### config.mk
export PLATFORM = sky130hd
export DESIGN_NAME = km3_div
export DESIGN_NICKNAME = d
export VERILOG_FILES = /design/src/hw/rtl/km3_div.sv
export SDC_FILE = /design/constraint.sdc
export NUM_CORES = 1
export LEC_CHECK = 0
export BUFFER_PORTS_ARGS = -buffer_cell sky130_fd_sc_hd__buf_2
export CAP_MARGIN = 20
export CORE_ASPECT_RATIO = 0.7
export CORE_UTILIZATION = 42
export CTS_CLUSTER_DIAMETER = 30
export DETAILED_ROUTE_END_ITERATION = 12
export PLACE_DENSITY = 0.65
export SYNTH_ARGS = -nofsm -noshare
export SYNTH_HDL_FRONTEND = slang
export SYNTH_SLANG_ARGS = --single-unit
### constraint.sdc
create_clock -name i_clk -period 3 [get_ports i_clk]
set_clock_uncertainty 0.15 [all_clocks]
set_input_delay 0.3 -clock i_clk [delete_from_list [all_inputs] [get_ports i_clk]]
set_output_delay 0.3 -clock i_clk [all_outputs]
set_load 0.005 [all_outputs]
### src/hw/rtl/km3_div.sv
// iterative restoring divider, one quotient bit per cycle
module km3_div #(
    parameter int NUM_W = 27,
    parameter int DEN_W = 17
) (
    input  logic             i_clk,
    input  logic             i_rst_n,
    input  logic             i_start,
    input  logic [NUM_W-1:0] i_num,
    input  logic [DEN_W-1:0] i_den,
    output logic             o_done,
    output logic [NUM_W-1:0] o_quo
);
    localparam int STEP_W = $clog2(NUM_W + 1);

    logic              r_busy;
    logic              r_done;
    logic [STEP_W-1:0] r_step;
    logic [DEN_W-1:0]  r_rem;
    logic [NUM_W-1:0]  r_quo;
    logic [DEN_W-1:0]  r_den;
    logic [DEN_W:0]    trial;
    logic              fits;

    assign trial = {r_rem, r_quo[NUM_W-1]};
    assign fits  = trial >= {1'b0, r_den};

    always_ff @(posedge i_clk) begin
        if (!i_rst_n) begin
            r_busy <= 1'b0;
            r_done <= 1'b0;
            r_step <= '0;
        end else begin
            r_done <= 1'b0;
            if (i_start) begin
                r_busy <= 1'b1;
                r_step <= '0;
                r_rem  <= '0;
                r_quo  <= i_num;
                r_den  <= i_den;
            end else if (r_busy) begin
                r_rem  <= fits ? DEN_W'(trial - {1'b0, r_den}) : DEN_W'(trial);
                r_quo  <= {r_quo[NUM_W-2:0], fits};
                r_step <= r_step + 1'b1;
                if (r_step == STEP_W'(NUM_W - 1)) begin
                    r_busy <= 1'b0;
                    r_done <= 1'b1;
                end
            end
        end
    end

    assign o_done = r_done;
    assign o_quo  = r_quo;
endmodule

==> flow_metrics.tcl, run 1 <==
set metrics [dict create \
    status "completed" \
    core.rowCount 28 \
    r2r-start "o_quo[26]" \
    power-per-cell-area_nw_per_um2 596 \
    setup.reg_to_reg.worst_slack_ns 0.25 \
    synth.cell_area_um2 3770 \
    hold_ws_ns 0.0134 \
    antenna_cells_inserted 0 \
    critical_path_peak_fanout 5 \
    post_cts_buffers 0 \
    grt_pass1_vias 2804 \
    setup_repair_after_global_routing_missed_its_margin "no" \
    clk_pin_slew_worst_paths_ns 0.06 \
    drt-vias-per-instance 5.19 \
    cp_data_arrival_time_ns 2.77 \
    clock_tree_from_tritoncts "built" \
    worst_r2r_path_depth 11 \
    most_common_cell_after_layout_fill_and_taps_aside "buf_2" \
    cts-htree-levels 3 \
    terminating_pin_of_the_worst_hold_path "r_den[9]" \
    globalRoute.totalOverflow 0 \
    pin_count_of_the_biggest_net_entering_global_routing 48 \
    holdCritStartpoint "i_den[9]" \
    cpMaxStageDelayCell "a2111o_1" \
    fmax_mhz 363 \
    grt_usage 0.190 \
    globalplace.congestion 0.860 \
    yosysSeqAreaShare 0.524 \
    syn_avg_cell_area_um2 12.0 \
    synth_flop_cell "edfxtp_1" \
    totalWireLength_mm 8.17 \
    detailed_place_hpwl_mm 5.76 \
    number_of_nets_produced_by_synthesis 381 \
    end_kind "flop" \
    pre_cts_ws_ns 0.192 \
    final_max_slew_viol_count 0 \
    worstReg2RegEnd "r_rem[0]" \
    holdCritPathClass "input port to flop" \
    period_share 0.918 \
    clock_period_minus_final_worst_setup_slack_ns 2.75 \
    area.growth.synth_to_final_pct 25.9 \
    max-clock-path-buffers 2 \
    die_y_um 81.2 \
    timing_worst_slew_pin_value_ns 0.768 \
    synth.yosys.warnings 0 \
    setup_ws_ns 0.247 \
    worst_path_most_repeated_cell "inv_1" \
    ys_types 55 \
    postRouteAntennaNets 0 \
    hold_depth 1 \
    setup.worst_path.class "flop to flop" \
    fp.coreArea_um2 8580 \
    drt_first_iter_violations 134 \
    power.leakage_nw 1.98 \
    detail_route.drc_violations 0 \
    maxCapViolations 0 \
    critical_path.cell_chain "inv_1 > ha_1 > inv_1 > fa_2 > a21oi_1 > o211ai_1 > a2111o_1 > a21o_1 > buf_4 > and2_1 > a211oi_2" \
    setup_viol 0 \
    post_synthesis_register_bit_count 68 \
    global_route_wire_length_before_repair_mm 13.3 \
    total_vias_in_the_final_route 2779 \
    final_layout_setup_total_negative_slack_ns 0 \
    nNetsFinal 477 \
    timing.critical_path.from_type "flop" \
    clock-sinks 68 \
    routedWlPerCell_um 15.3 \
    totalPowerFinal_w 0.00283 \
    cp-startpoint "o_quo[26]" \
    numCtsBuffers 9 \
    final_layout_size_suffix_gt1_frac 0.323 \
    top_level_ports 75 \
    number_of_synthesized_flops_with_an_enable_pin 61 \
    timing.critical_path.required_ns 3.02 \
    peak_supply_drop_v 0.000374 \
    timing.final.hold_violations 0 \
    slew_headroom 0.488 \
    dieArea_um2 9360 \
    final_cell_mix "buf_2, edfxtp_1, mux2_2, a21oi_1, inv_1" \
    clock_insertion_delay_worst_skew_ns 0.33 \
    post_synthesis_cell_count 314 \
    firstDrtPassIters 4 \
    cpPeakStageDelay_ns 0.40 \
    start_util 0.439 \
    place.port_buffers 74 \
    fin_util 0.552 \
    clock_root_buffer "clkbuf_16" \
    antenna_violations_before_repair 0 \
    die_x_um 115 \
    async_flop_share 0 \
]
[worst max-delay path: cells and delay by family (launching register included)]
family,cells,cell delay [ns]
flops,1,0.38
buf+inv,3,0.33
fa+ha+maj,2,0.53
compound gates,5,1.06
simple gates,1,0.16
[flip-flops by register name, indices dropped and copies added (netlist names)]
signal	cells
r_busy	1
o_done	1
r_den	17
r_step	5
r_rem	17
o_quo	27
[stage by stage]
step                instances  area [µm²]
finish                    535        4740
global route              535        4740
CTS                       535        4740
detailed placement        504        4290
global placement          504        4290
floorplan                 314        3770
[cells in the mapped netlist (8+ instances only)]
master	number	area share
a21o_1	9	0.018
a21oi_1	23	0.031
edfxtp_1	61	0.49
inv_1	22	0.022
nand2_1	15	0.015
ha_1	19	0.063
mux2_2	27	0.081
nor2_1	19	0.019
o21ai_0	11	0.015
xnor2_1	8	0.019
mux2i_1	8	0.021
[per-layer routing]
layer	GRT usage	vias up	share of wire
li1	-	1370	-
met1	0.253	1312	0.48
met2	0.293	92	0.44
met3	0.0672	5	0.075
met4	0.0545	0	0.0059
met5	0	-	0
[worst max-delay path by stage]
stage	slack [ns]	to	cells past startpoint
floorplan	0.21	o_quo[0]	11
global placement	0.25	o_quo[0]	10
detailed placement	0.19	r_rem[0]	11
CTS	0.17	r_rem[0]	11
global route	0.07	r_rem[11]	11
finish	0.25	r_rem[0]	11
[cell families (layout without fill, tap and decap cells)]
kind of cell    after synthesis  in the layout  share of synthesized area
buf+inv                      34            135                     0.0429
simple gates                 67             67                     0.0920
xor+xnor                     14             14                     0.0326
mux                          35             35                      0.102
fa+ha+maj                    20             20                     0.0684
compound gates               76             76                      0.139
flops                        68             68                      0.524
[power breakdown]
group | leakage, nW | internal (W) | switching [W]
registers | 0.640 | 0.00113 | 0.0000364
logic | 1.19 | 0.000293 | 0.000330
clock network | 0.142 | 0.000643 | 0.000399
[timing repair]
action	CTS	global route
hold buffers	15	0
endpoints found under the hold margin	15	0
endpoints found under the setup margin	0	1
resized for setup	0	1
[area by class of cell]
class / instances / area [µm²]
Sequential cell: 68 / 1970
Clock buffer: 10 / 229
Fill cell: 735 / 3840
Multi-Input combinational cell: 212 / 1640
Tap cell: 120 / 150
Inverter: 22 / 82.6
Timing Repair Buffer: 97 / 606
Clock inverter: 6 / 65.1
No activity file was read; power rests on OpenSTA's default activity.
==> run 2, diff against run 1 <==
==> constraint.sdc (replaced) <==
create_clock -name i_clk -period 3 [get_ports i_clk]
set_clock_uncertainty 0.15 [all_clocks]
set_input_delay 0.6 -clock i_clk [delete_from_list [all_inputs] [get_ports i_clk]]
set_output_delay 0.6 -clock i_clk [all_outputs]
set_load 0.005 [all_outputs]
==> run 2 against run 1 <==
  * Clock power is 4% higher
  * Largest power group unchanged
  * Largest cell class unchanged
  * Non-clock buffer count is 15 lower
  * Clock-buffer cell count is 1 higher
  * First-iteration DRC count is 18% lower
  * Critical path depth stayed put
==> flow_metrics.tcl, run 2 (synthesis results as in run 1) <==
set metrics [dict create \
    status "completed" \
    post_dp_cell_area_um2 4290 \
    detailed_place_hpwl_mm 5.63 \
    firstDrtPassIters 4 \
    timing.critical_path.required_ns 3.03 \
    final.fill_count 790 \
    totalWireLength_mm 7.70 \
    maxCapViolations 0 \
    end_kind "flop" \
    core.rowCount 28 \
    globalRoute.totalOverflow 0 \
    drt_first_iter_violations 110 \
    power-per-cell-area_nw_per_um2 616 \
    most_common_cell_after_layout_fill_and_taps_aside "buf_2" \
    cts-htree-levels 3 \
    timing.final.hold_violations 0 \
    area.sequential_um2 1970 \
    fmax_mhz 360 \
    routedWlPerCell_um 14.8 \
    top_level_ports 75 \
    grt_usage 0.183 \
    final_layout_setup_total_negative_slack_ns 0 \
    global_route_wire_length_before_repair_mm 12.9 \
    postRouteAntennaNets 0 \
    clock-sinks 68 \
    critical_path_peak_fanout 5 \
    holdBufCountCts 0 \
    power.leakage_nw 1.93 \
    clock_insertion_delay_worst_skew_ns 0.33 \
    detail_route.drc_violations 0 \
    dieArea_um2 9360 \
    pin_count_of_the_biggest_net_entering_global_routing 28 \
    clock_period_minus_final_worst_setup_slack_ns 2.78 \
    die_x_um 115 \
    cp_data_arrival_time_ns 2.81 \
    max-clock-path-buffers 2 \
    globalplace.congestion 0.828 \
    final_cell_mix "buf_2, edfxtp_1, mux2_2, inv_1, a21oi_1" \
    totalPowerFinal_w 0.00285 \
    grt_pass1_vias 2665 \
    timing.critical_path.from_type "flop" \
    place.port_buffers 74 \
    antenna_cells_inserted 0 \
    start_util 0.439 \
    peak_supply_drop_v 0.000308 \
    final_max_slew_viol_count 0 \
    slew_headroom 0.499 \
    holdCritPathClass "input port to flop" \
    die_y_um 81.2 \
    setup_viol 0 \
    total_vias_in_the_final_route 2716 \
    drt-vias-per-instance 5.22 \
    fp.coreArea_um2 8580 \
    number_of_flip_flops_in_the_largest_register 27 \
    setup.reg_to_reg.worst_slack_ns 0.22 \
    setup_repair_after_global_routing_missed_its_margin "no" \
    period_share 0.927 \
    area.growth.synth_to_final_pct 22.7 \
    finish.instance_area_um2 4620 \
    setup.worst_path.class "flop to flop" \
    antenna_violations_before_repair 0 \
    clock_root_buffer "clkbuf_16" \
    multiInputGateArea_um2 1650 \
    nNetsFinal 462 \
    post_cts_buffers 0 \
    clk_pin_slew_worst_paths_ns 0.06 \
    numCtsBuffers 9 \
    postCtsResizedCells 0 \
    timing_worst_slew_pin_value_ns 0.751 \
    final_layout_size_suffix_gt1_frac 0.340 \
    clock_tree_from_tritoncts "built" \
]
==> run 2: changes by cell type in the layout (fill, tap and decap cells not counted) <==
cell	delta
a21oi_4	+1
a21oi_1	-1
clkinv_2	-1
clkbuf_1	-1
dlygate4sd3_1	-15
clkbuf_8	+2
==> run 2: where the power goes <==
| group | switching, W | leakage, nW | internal, W |
|---|---|---|---|
| Sequential | 0.0000356 | 0.640 | 0.00113 |
| Combinational | 0.000325 | 1.13 | 0.000282 |
| Clock | 0.000389 | 0.152 | 0.000689 |
| Total | 0.000750 | 1.93 | 0.00210 |
==> run 2: path summary, 6_finish.rpt <==
kind,startpoint,endpoint,cells after the start
worst max-delay path,o_quo[26],r_rem[0],11
worst min-delay path,i_den[9],r_den[9],1
worst max register to register,o_quo[26],r_rem[0],11
worst min register to register,r_step[4],r_step[4],2
==> run 2: stage by stage <==
step,hold slack [ns],std cells,util,setup WS (ns)
floorplan,0.322,314,-,0.214
global placement,0.341,504,0.500,0.242
detailed placement,0.347,504,0.500,0.117
CTS,0.282,520,0.537,0.0929
global route,0.278,520,0.538,0.0615
finish,0.294,520,0.538,0.219
==> run 2: final cells by class <==
cell class              count  share of cell area
flip-flops and latches     68               0.427
repair buffers             82              0.0986
inverters                  22              0.0179
clock inverters             5              0.0130
clock buffers              11              0.0547
well taps                 120              0.0325
multi-input cells         212               0.357
==> run 2: critical path, cell delays in order, from the launching register on <==
cell      delay [ns]
edfxtp_1        0.38
inv_1           0.10
ha_1            0.17
inv_1           0.05
fa_2            0.37
a21oi_2         0.13
o211ai_1        0.11
a2111o_1        0.42
a21o_1          0.24
buf_4           0.17
and2_1          0.16
a211oi_2        0.17
==> run 2: routing by layer <==
metal | vias to the layer above | GRT usage | wire length [µm]
li1 | 1337 | - | -
met5 | - | 0 | 0
met1 | 1278 | 0.246 | 3810
met4 | 0 | 0.0584 | 66
met2 | 94 | 0.270 | 3220
met3 | 7 | 0.0739 | 601
