<file path="src/hw/rtl/km3_ram.sv">
// generic simple dual-port ram with registered read
module km3_ram #(
    parameter int WIDTH = 8,
    parameter int DEPTH = 16
) (
    input  logic                     i_clk,
    input  logic                     i_we,
    input  logic [$clog2(DEPTH)-1:0] i_waddr,
    input  logic [WIDTH-1:0]         i_wdata,
    input  logic [$clog2(DEPTH)-1:0] i_raddr,
    output logic [WIDTH-1:0]         o_rdata
);
    logic [WIDTH-1:0] r_mem [DEPTH];
    logic [WIDTH-1:0] r_rdata;

    always_ff @(posedge i_clk) begin
        if (i_we) begin
            r_mem[i_waddr] <= i_wdata;
        end
        r_rdata <= r_mem[i_raddr];
    end

    assign o_rdata = r_rdata;
endmodule

</file>
<file path="config.mk">
export PLATFORM = sky130hd
export DESIGN_NAME = km3_ram
export DESIGN_NICKNAME = d
export VERILOG_FILES = /design/src/hw/rtl/km3_ram.sv
export SDC_FILE = /design/constraint.sdc
export NUM_CORES = 1
export LEC_CHECK = 0
export BUFFER_PORTS_ARGS = -buffer_cell sky130_fd_sc_hd__buf_2
export CAP_MARGIN = 40
export CORE_ASPECT_RATIO = 2
export CORE_MARGIN = 4
export CORE_UTILIZATION = 50
export CTS_BUF_LIST = sky130_fd_sc_hd__clkbuf_8 sky130_fd_sc_hd__clkbuf_16
export DETAILED_ROUTE_END_ITERATION = 12
export MAX_ROUTING_LAYER = met4
export PLACE_DENSITY = 0.71
export SLEW_MARGIN = 40
export SYNTH_ARGS = -nofsm -noshare
export SYNTH_HDL_FRONTEND = slang
export SYNTH_SLANG_ARGS = --single-unit
</file>
<file path="constraint.sdc">
create_clock -name i_clk -period 4.4 [get_ports i_clk]
set_clock_uncertainty 0.05 [all_clocks]
set_input_delay 0.88 -clock i_clk [delete_from_list [all_inputs] [get_ports i_clk]]
set_output_delay 0.88 -clock i_clk [all_outputs]
set_load 0.1 [all_outputs]
</file>
==> impl_metrics.yaml, run 1 <==
synth:
  seq_area_frac_synth_pct: 77.78
  yosys.area.top_type: "edfxtp_1"
  synthCells: 229
  synth_cell_types: 19
  synth_area_mm2: 0.005147
  ys_seq_elements: 136
  synth_ff_type: "edfxtp_1"
  post-synth-top-area-fraction_pct: 74.67
  syn_nets: 247
  avgSynthCellArea_um2: 22.48
  ys_async_sr_fraction_pct: 0
  yosysWarnings: 0
  synth_edf_count: 128
  synthTopCellsByArea: "edfxtp_1 (75%), mux4_2 (7.9%), mux4_1 (7.1%), dfxtp_1 (3.1%), a22oi_1 (2.3%)"
timing:
  slew_headroom_pct: 41.57
  tightest_slew_ps: 873.2
  min_period_ps: 2253
  finalSetupTns_ps: 0
  setup_violations: 0
  rsz0062_at_grt: "false"
  fmax_mhz: 443.9
  holdWs_ps: 619.0
  finalHoldViolCount: 0
  drv_slew: 0
  fin_crit_sh_pct: 51.20
finish:
  fin_nets: 282
  antennaDiodeCount: 0
  final_cell_mix: "edfxtp_1 (128), buf_2 (24), mux4_2 (18), clkbuf_16 (17), a22oi_1 (16)"
  finish.utilization_pct: 59.58
  final_cells: 411
  drive_gt1_share_pct: 32.25
  final_common_cell: "edfxtp_1"
  syn2layout_area_growth_pct: 16.72
clock_tree:
  clk_path_buf_depth: 2
  cts-resized-gates: 0
  cts_root_buffer: "clkbuf_16"
  post_cts_buffers: 0
  cts_tree: "yes"
  cts_sinks: 136
  path_clk_slew_ps: 60
  ctsHtreeMaxLevel: 4
  numCtsBuffers: 17
  hold_buffers: 0
  clk_latency_ps: 410
pwr:
  power_w: 0.003048
  clkPwrFrac_pct: 46.0
  vdd_drop_max_v: 0.0003541
  pwr-share-seq_pct: 47.8
  p_comb_share_pct: 6.2
  switchingPower_w: 0.0006479
  intPower_w: 0.002400
  switching_share_pct: 21.26
  power_per_cell_area_mw_per_mm2: 507.2
  p_leak_nw: 1.997
floorplan:
  pin_count: 26
  rows: 52
  fp.coreArea_mm2: 0.01008
  die_area_mm2: 0.01208
  start_util_pct: 51.04
  die-width_um: 79.75
  die_height_um: 151.5
place:
  place_congestion: 0.7641
  dp_cells: 380
  numPortBuffers: 25
  dp.final_hpwl_um: 6441
setup_path:
  r2r-start: "r_mem[3][7]$_DFFE_PP_"
  start_kind: "primary input"
  reg2reg_to: "o_rdata[7]$_DFF_P_"
  rrSetupSlack_ps: 3020
  cp-end-kind: "flop"
  cpPeakStageDelay_ps: 690
  worstSetupPathType: "primary input to flop"
  crit_chain: "buf_2, or3b_2, nor2_1"
  rr_worst_depth: 3
  cp.buffers_inverters: 1
  crit_fanout: 8
  cp_slowest_cell: "nor2_1"
  worstPathArrival_ps: 2230
  required_ps: 4380
  crit_family: "simple AND/OR/NAND/NOR gates"
global_route:
  grt_usage_pct: 18.49
  grt_pass1_vias: 2532
  grt_max_degree: 33
  gr-total-overflow: 0
  grt_pass1_wl_um: 14870
  antenna_found_initial: 0
routing:
  drtIter0Drc: 181
  drc: 0
  dr.pass1.iters: 5
  wire_per_inst_um: 23.53
  drt.antenna.violating_nets: 0
  via_count: 2371
  totalWireLength_um: 9671
  via_per_inst: 5.769
worst_hold_path:
  whs_path_depth: 3
  hold_end: "o_rdata[2]$_DFF_P_"
  hp-class: "flop to flop"
  hp-start: "r_mem[7][2]$_DFFE_PP_"
run:
  maxCapViolations: 0
outcome:
  outcome: "finished, final reports clean"
[worst reg2reg max path: stages, from the launching register on]
cell and delay (ps):
edfxtp_1 370, mux4_2 490, a22oi_1 280, nand2_1 90
[power by group through the flow]
stage | clock network (W) | registers (W) | logic (W)
2_1_floorplan | 0 | 0.00154 | 0.0000735
6_report | 0.00140 | 0.00146 | 0.000189
3_3_place_gp | 0 | 0.00148 | 0.000185
5_1_grt | 0.00149 | 0.00146 | 0.000200
4_1_cts | 0.00142 | 0.00146 | 0.000191
3_5_place_dp | 0 | 0.00149 | 0.000190
[worst max-delay path by stage]
| stage | end | slack (ps) | start | cells past startpoint |
|---|---|---|---|---|
| floorplan | r_mem[0][0]$_DFFE_PP_ | 1980 | i_waddr[2] | 2 |
| global placement | o_rdata[1]$_DFF_P_ | 1460 | i_raddr[0] | 4 |
| detailed placement | r_mem[1][0]$_DFFE_PP_ | 1740 | i_waddr[2] | 3 |
| CTS | r_mem[1][3]$_DFFE_PP_ | 2150 | i_waddr[2] | 3 |
| global route | r_mem[1][5]$_DFFE_PP_ | 2140 | i_waddr[2] | 3 |
| finish | r_mem[1][0]$_DFFE_PP_ | 2150 | i_waddr[2] | 3 |
[registers in the layout, summed over array words and instances (netlist names)]
| register | count |
|---|---|
| r_mem | 128 |
| o_rdata | 8 |
[layer usage]
layer / global-route usage, % / share of wire (%) / up-vias
met5: - / 0 / -
met1: 19.55 / 35 / 1215
met2: 32.45 / 57 / 87
met4: 8.206 / 2.9 / 0
li1: - / - / 1046
met3: 4.438 / 4.4 / 23
[cell type report]
| class | count | area, µm² |
|---|---|---|
| Fill cell | 705 | 4076 |
| Multi-Input combinational cell | 83 | 1106 |
| Clock inverter | 13 | 155.1 |
| Sequential cell | 136 | 4004 |
| Tap cell | 135 | 168.9 |
| Clock buffer | 18 | 439.2 |
| Timing Repair Buffer | 26 | 135.1 |
[cell usage after synthesis, types with 2 or more instances]
cell type,instances
edfxtp_1,128
mux4_2,18
a22oi_1,16
mux4_1,14
nor2_1,13
nand2_1,9
dfxtp_1,8
nor3_1,4
buf_2,3
buf_6,3
clkdlybuf4s25_2,3
nand2b_1,2
nand3b_1,2
[per-stage QoR]
stage               setup WS (ps)  instance area, µm²
floorplan                    1977                5147
global placement             1464                5373
detailed placement           1740                5406
CTS                          2151                6001
global route                 2144                6008
finish                       2147                6008
[kinds of logic (layout without fill, tap and decap cells)]
family	count (synthesis)	count (layout)	synth area share, %
buffers and inverters	10	57	1.677
AOI/OAI and AO/OA	16	16	2.334
and+or+nand+nor	35	35	3.184
DFF	136	136	77.78
muxes	32	32	15.02
Power figures use the tool's default switching activity.
==> run 2: changes to the inputs <==
clock period = 2.2 ns   (was 4.4 ns; I/O delays follow)
==> impl_metrics.yaml, run 2 (synthesis gave the netlist of run 1 again) <==
outcome:
  outcome: "finished, final reports clean"
timing:
  min_period_ps: 1680
  fmax_mhz: 595.1
  finalHoldViolCount: 0
  rsz0062_at_grt: "false"
  tightest_slew_ps: 506.8
  fin_crit_sh_pct: 76.38
  finalSetupTns_ps: 0
  layout_setup_ws_ps: 519.6
  slew_headroom_pct: 66.45
  holdWs_ps: 351.9
  drv_slew: 0
  setup_violations: 0
global_route:
  antenna_found_initial: 0
  grt_pass1_wl_um: 15380
  gr-total-overflow: 0
  grt_max_degree: 19
  grt_usage_pct: 19.10
  grt_pass1_vias: 2591
finish:
  nFillCells: 694
  largest_register_ffs: 128
  final_common_cell: "edfxtp_1"
  seqCellArea_mm2: 0.004004
  final_cell_mix: "edfxtp_1 (128), buf_4 (26), buf_2 (25), mux4_2 (18), clkbuf_16 (17)"
  antennaDiodeCount: 0
  top_register: "r_mem"
  fin_nets: 309
  syn2layout_area_growth_pct: 19.66
  multi_input_area_mm2: 0.001057
  drive_gt1_share_pct: 34.21
clock_tree:
  hold_buffers: 0
  clk_latency_ps: 420
  cts_tree: "yes"
  numCtsBuffers: 17
  clk_path_buf_depth: 2
  ctsHtreeMaxLevel: 4
  cts-resized-gates: 0
  path_clk_slew_ps: 60
  cts_root_buffer: "clkbuf_16"
  post_cts_buffers: 0
  cts_sinks: 136
pwr:
  power_w: 0.005986
  vdd_drop_max_v: 0.0007920
  power_per_cell_area_mw_per_mm2: 971.7
  p_leak_nw: 2.118
routing:
  via_per_inst: 5.510
  dr.pass1.iters: 5
  drtIter0Drc: 259
  totalWireLength_um: 10010
  drt.antenna.violating_nets: 0
  wire_per_inst_um: 22.79
  via_count: 2419
  drc: 0
setup_path:
  r2r-start: "r_mem[1][5]$_DFFE_PP_"
  reg2reg_to: "o_rdata[5]$_DFF_P_"
  cp-end-kind: "primary output"
  required_ps: 1710
  worstSetupPathType: "flop to primary output"
  cpPeakStageDelay_ps: 440
  rrSetupSlack_ps: 790
  cp_slowest_cell: "buf_2"
  cp.buffers_inverters: 1
  worstPathArrival_ps: 1190
  start_kind: "flop"
  crit_fanout: 1
  crit_chain: "buf_2"
  crit_family: "buffers and inverters"
  rr_worst_depth: 3
worst_hold_path:
  whs_path_depth: 1
  hp-class: "primary input to flop"
  hold_end: "r_mem[12][1]$_DFFE_PP_"
  hp-start: "i_wdata[1]"
floorplan:
  die-width_um: 79.75
  die_area_mm2: 0.01208
  rows: 52
  start_util_pct: 51.04
  pin_count: 26
  fp.coreArea_mm2: 0.01008
  die_height_um: 151.5
place:
  preCtsSetupSlack_ps: 346.9
  numPortBuffers: 25
  place_congestion: 0.7998
  dp.final_hpwl_um: 6851
run:
  maxCapViolations: 0
run 2: how the worst max path moves through the flow:
stage / from / end / slack, ps / cells past startpoint
6_report: o_rdata[7]$_DFF_P_ / o_rdata[7] / 520 / 1
5_1_grt: o_rdata[7]$_DFF_P_ / o_rdata[7] / 480 / 1
4_1_cts: o_rdata[7]$_DFF_P_ / o_rdata[7] / 490 / 1
3_5_place_dp: i_raddr[0] / o_rdata[5]$_DFF_P_ / 350 / 5
3_3_place_gp: i_raddr[0] / o_rdata[3]$_DFF_P_ / 360 / 5
2_1_floorplan: i_waddr[2] / r_mem[0][0]$_DFFE_PP_ / 220 / 2
run 2: routing by layer:
layer	global-route usage (%)	part of all wire, %	up-vias
met4	5.922	1.2	0
met1	21.53	36	1252
met2	32.50	59	61
met5	-	0	-
li1	-	-	1098
met3	5.976	4.0	8
run 2: area by class of cell:
class | count | area share (%)
Sequential cell | 136 | 65.00
Multi-Input combinational cell | 83 | 17.16
Clock buffer | 17 | 6.906
Timing Repair Buffer | 53 | 5.850
Tap cell | 135 | 2.742
Clock inverter | 15 | 2.336
run 2: metrics by stage:
step	cells	util, %	instance area (µm²)
after floorplan	229	-	5147
after global placement	407	55.43	5590
after detailed placement	407	55.43	5590
after CTS	439	61.08	6160
after global routing	439	61.08	6160
final	439	61.08	6160
run 2: power by group:
group          switching [W]  internal (W)
Combinational       0.000273      0.000122
Sequential         0.0000158       0.00290
Clock                0.00111       0.00157
==> run 3: changes to the inputs <==
clock period = 1.6 ns   (was 2.2 ns; I/O delays follow)
==> impl_metrics.yaml, run 3 (synthesis gave the netlist of run 1 again) <==
setup_path:
  cpPeakStageDelay_ps: 430
  worstSetupPathType: "flop to primary output"
  worstPathArrival_ps: 1180
  rr_worst_depth: 3
  cp_slowest_cell: "buf_2"
  crit_family: "buffers and inverters"
  rrSetupSlack_ps: 200
  start_kind: "flop"
  required_ps: 1230
  crit_chain: "buf_2"
  cp-end-kind: "primary output"
  cp.buffers_inverters: 1
  crit_fanout: 1
  crit_cells: 1
finish:
  top_register: "r_mem"
  largest_register_ffs: 128
  fin_nets: 314
  nFillCells: 701
  final_common_cell: "edfxtp_1"
  final_cell_mix: "edfxtp_1 (128), buf_4 (31), buf_2 (25), mux4_2 (18), clkbuf_16 (17)"
  antennaDiodeCount: 0
  drive_gt1_share_pct: 35.28
  syn2layout_area_growth_pct: 21.17
  final_cells: 444
place:
  dp_cells: 412
  numPortBuffers: 25
  dp.final_hpwl_um: 6738
  place_congestion: 0.8329
global_route:
  grt_max_degree: 18
  grtUsageMet3_pct: 5.503
  grt_pass1_wl_um: 15340
  grtUsageMet1_pct: 21.74
  grt_pass1_vias: 2604
  gr-total-overflow: 0
  grt_most_used_layer: "met2"
  grt_use_met2_pct: 31.62
  grt_usage_pct: 19.00
  antenna_found_initial: 0
timing:
  slew_headroom_pct: 55.21
  tightest_slew_ps: 669.3
  rsz0062_at_grt: "false"
  fmax_mhz: 645.2
  finalHoldViolCount: 0
  setup_violations: 0
  drv_slew: 0
  fin_crit_sh_pct: 96.88
  min_period_ps: 1550
pwr:
  p_leak_nw: 2.163
  power_per_cell_area_mw_per_mm2: 1356
  vdd_drop_max_v: 0.0009297
  power_w: 0.008455
routing:
  drt.antenna.violating_nets: 0
  totalWireLength_um: 9815
  wire_per_inst_um: 22.11
  dr.pass1.iters: 4
  via_count: 2456
  via_per_inst: 5.532
  drc: 0
  drtIter0Drc: 289
floorplan:
  rows: 52
  fp.coreArea_mm2: 0.01008
  die-width_um: 79.75
  pin_count: 26
  die_height_um: 151.5
  die_area_mm2: 0.01208
  start_util_pct: 51.04
clock_tree:
  cts_tree: "yes"
  path_clk_slew_ps: 60
  cts_sinks: 136
  clk_path_buf_depth: 2
  numCtsBuffers: 17
  cts-resized-gates: 0
  post_cts_buffers: 0
  cts_root_buffer: "clkbuf_16"
  ctsHtreeMaxLevel: 4
  hold_buffers: 0
  clk_latency_ps: 410
worst_hold_path:
  hp-class: "primary input to flop"
  whs_path_depth: 1
outcome:
  outcome: "finished, final reports clean"
run:
  maxCapViolations: 0
[run 3: changes by cell type in the layout (fill, tap and decap cells not counted)]
cell        previous run  this run
nor3_2                 0         1
clkinvlp_4             4         3
bufinv_16              1         3
inv_6                  4         1
clkinv_1               0         1
clkinv_2               1         2
nor3_1                 4         3
buf_4                 26        31
[run 3: final timing paths]
| path | to | startpoint |
|---|---|---|
| setup / recovery | o_rdata[7] | o_rdata[7]$_DFF_P_ |
| hold / removal | r_mem[7][3]$_DFFE_PP_ | i_wdata[3] |
| setup reg to reg | o_rdata[2]$_DFF_P_ | r_mem[6][2]$_DFFE_PP_ |
| hold reg to reg | o_rdata[0]$_DFF_P_ | r_mem[15][0]$_DFFE_PP_ |
[run 3: report_power, final]
part / switching, W / leakage (nW) / internal (W)
sequential: 0.0000211 / 1.22 / 0.00398
clock: 0.00144 / 0.287 / 0.00245
combinational: 0.000379 / 0.653 / 0.000176
total: 0.00184 / 2.16 / 0.00661
[run 3: cell type report]
cell class / instances / area [µm²] / area share, %
Sequential cell: 136 / 4004 / 64.19
Multi-Input combinational cell: 83 / 1062 / 17.03
Clock buffer: 17 / 425.4 / 6.820
Timing Repair Buffer: 58 / 397.9 / 6.379
Clock inverter: 15 / 178.9 / 2.869
Tap cell: 135 / 168.9 / 2.708
[run 3: stage by stage]
step	util (%)	worst slack, ps	setup TNS [ps]	hold WS (ps)	cell area, µm²
2_1_floorplan	-	-36.15	-1023	368.9	5152
3_5_place_dp	55.86	-193.5	-2167	614.2	5633
6_report	61.85	49.99	0	244.5	6237
4_1_cts	61.85	30.79	0	224.2	6237
5_1_grt	61.85	13.20	0	232.8	6237
3_3_place_gp	55.86	-194.0	-2105	601.5	5633
[run 3: metal layers]
layer  up-vias  routed length [µm]
met1      1250                3549
met3        12                 543
met5         -                   0
met2        83                5573
li1       1111                   -
met4         0                 148
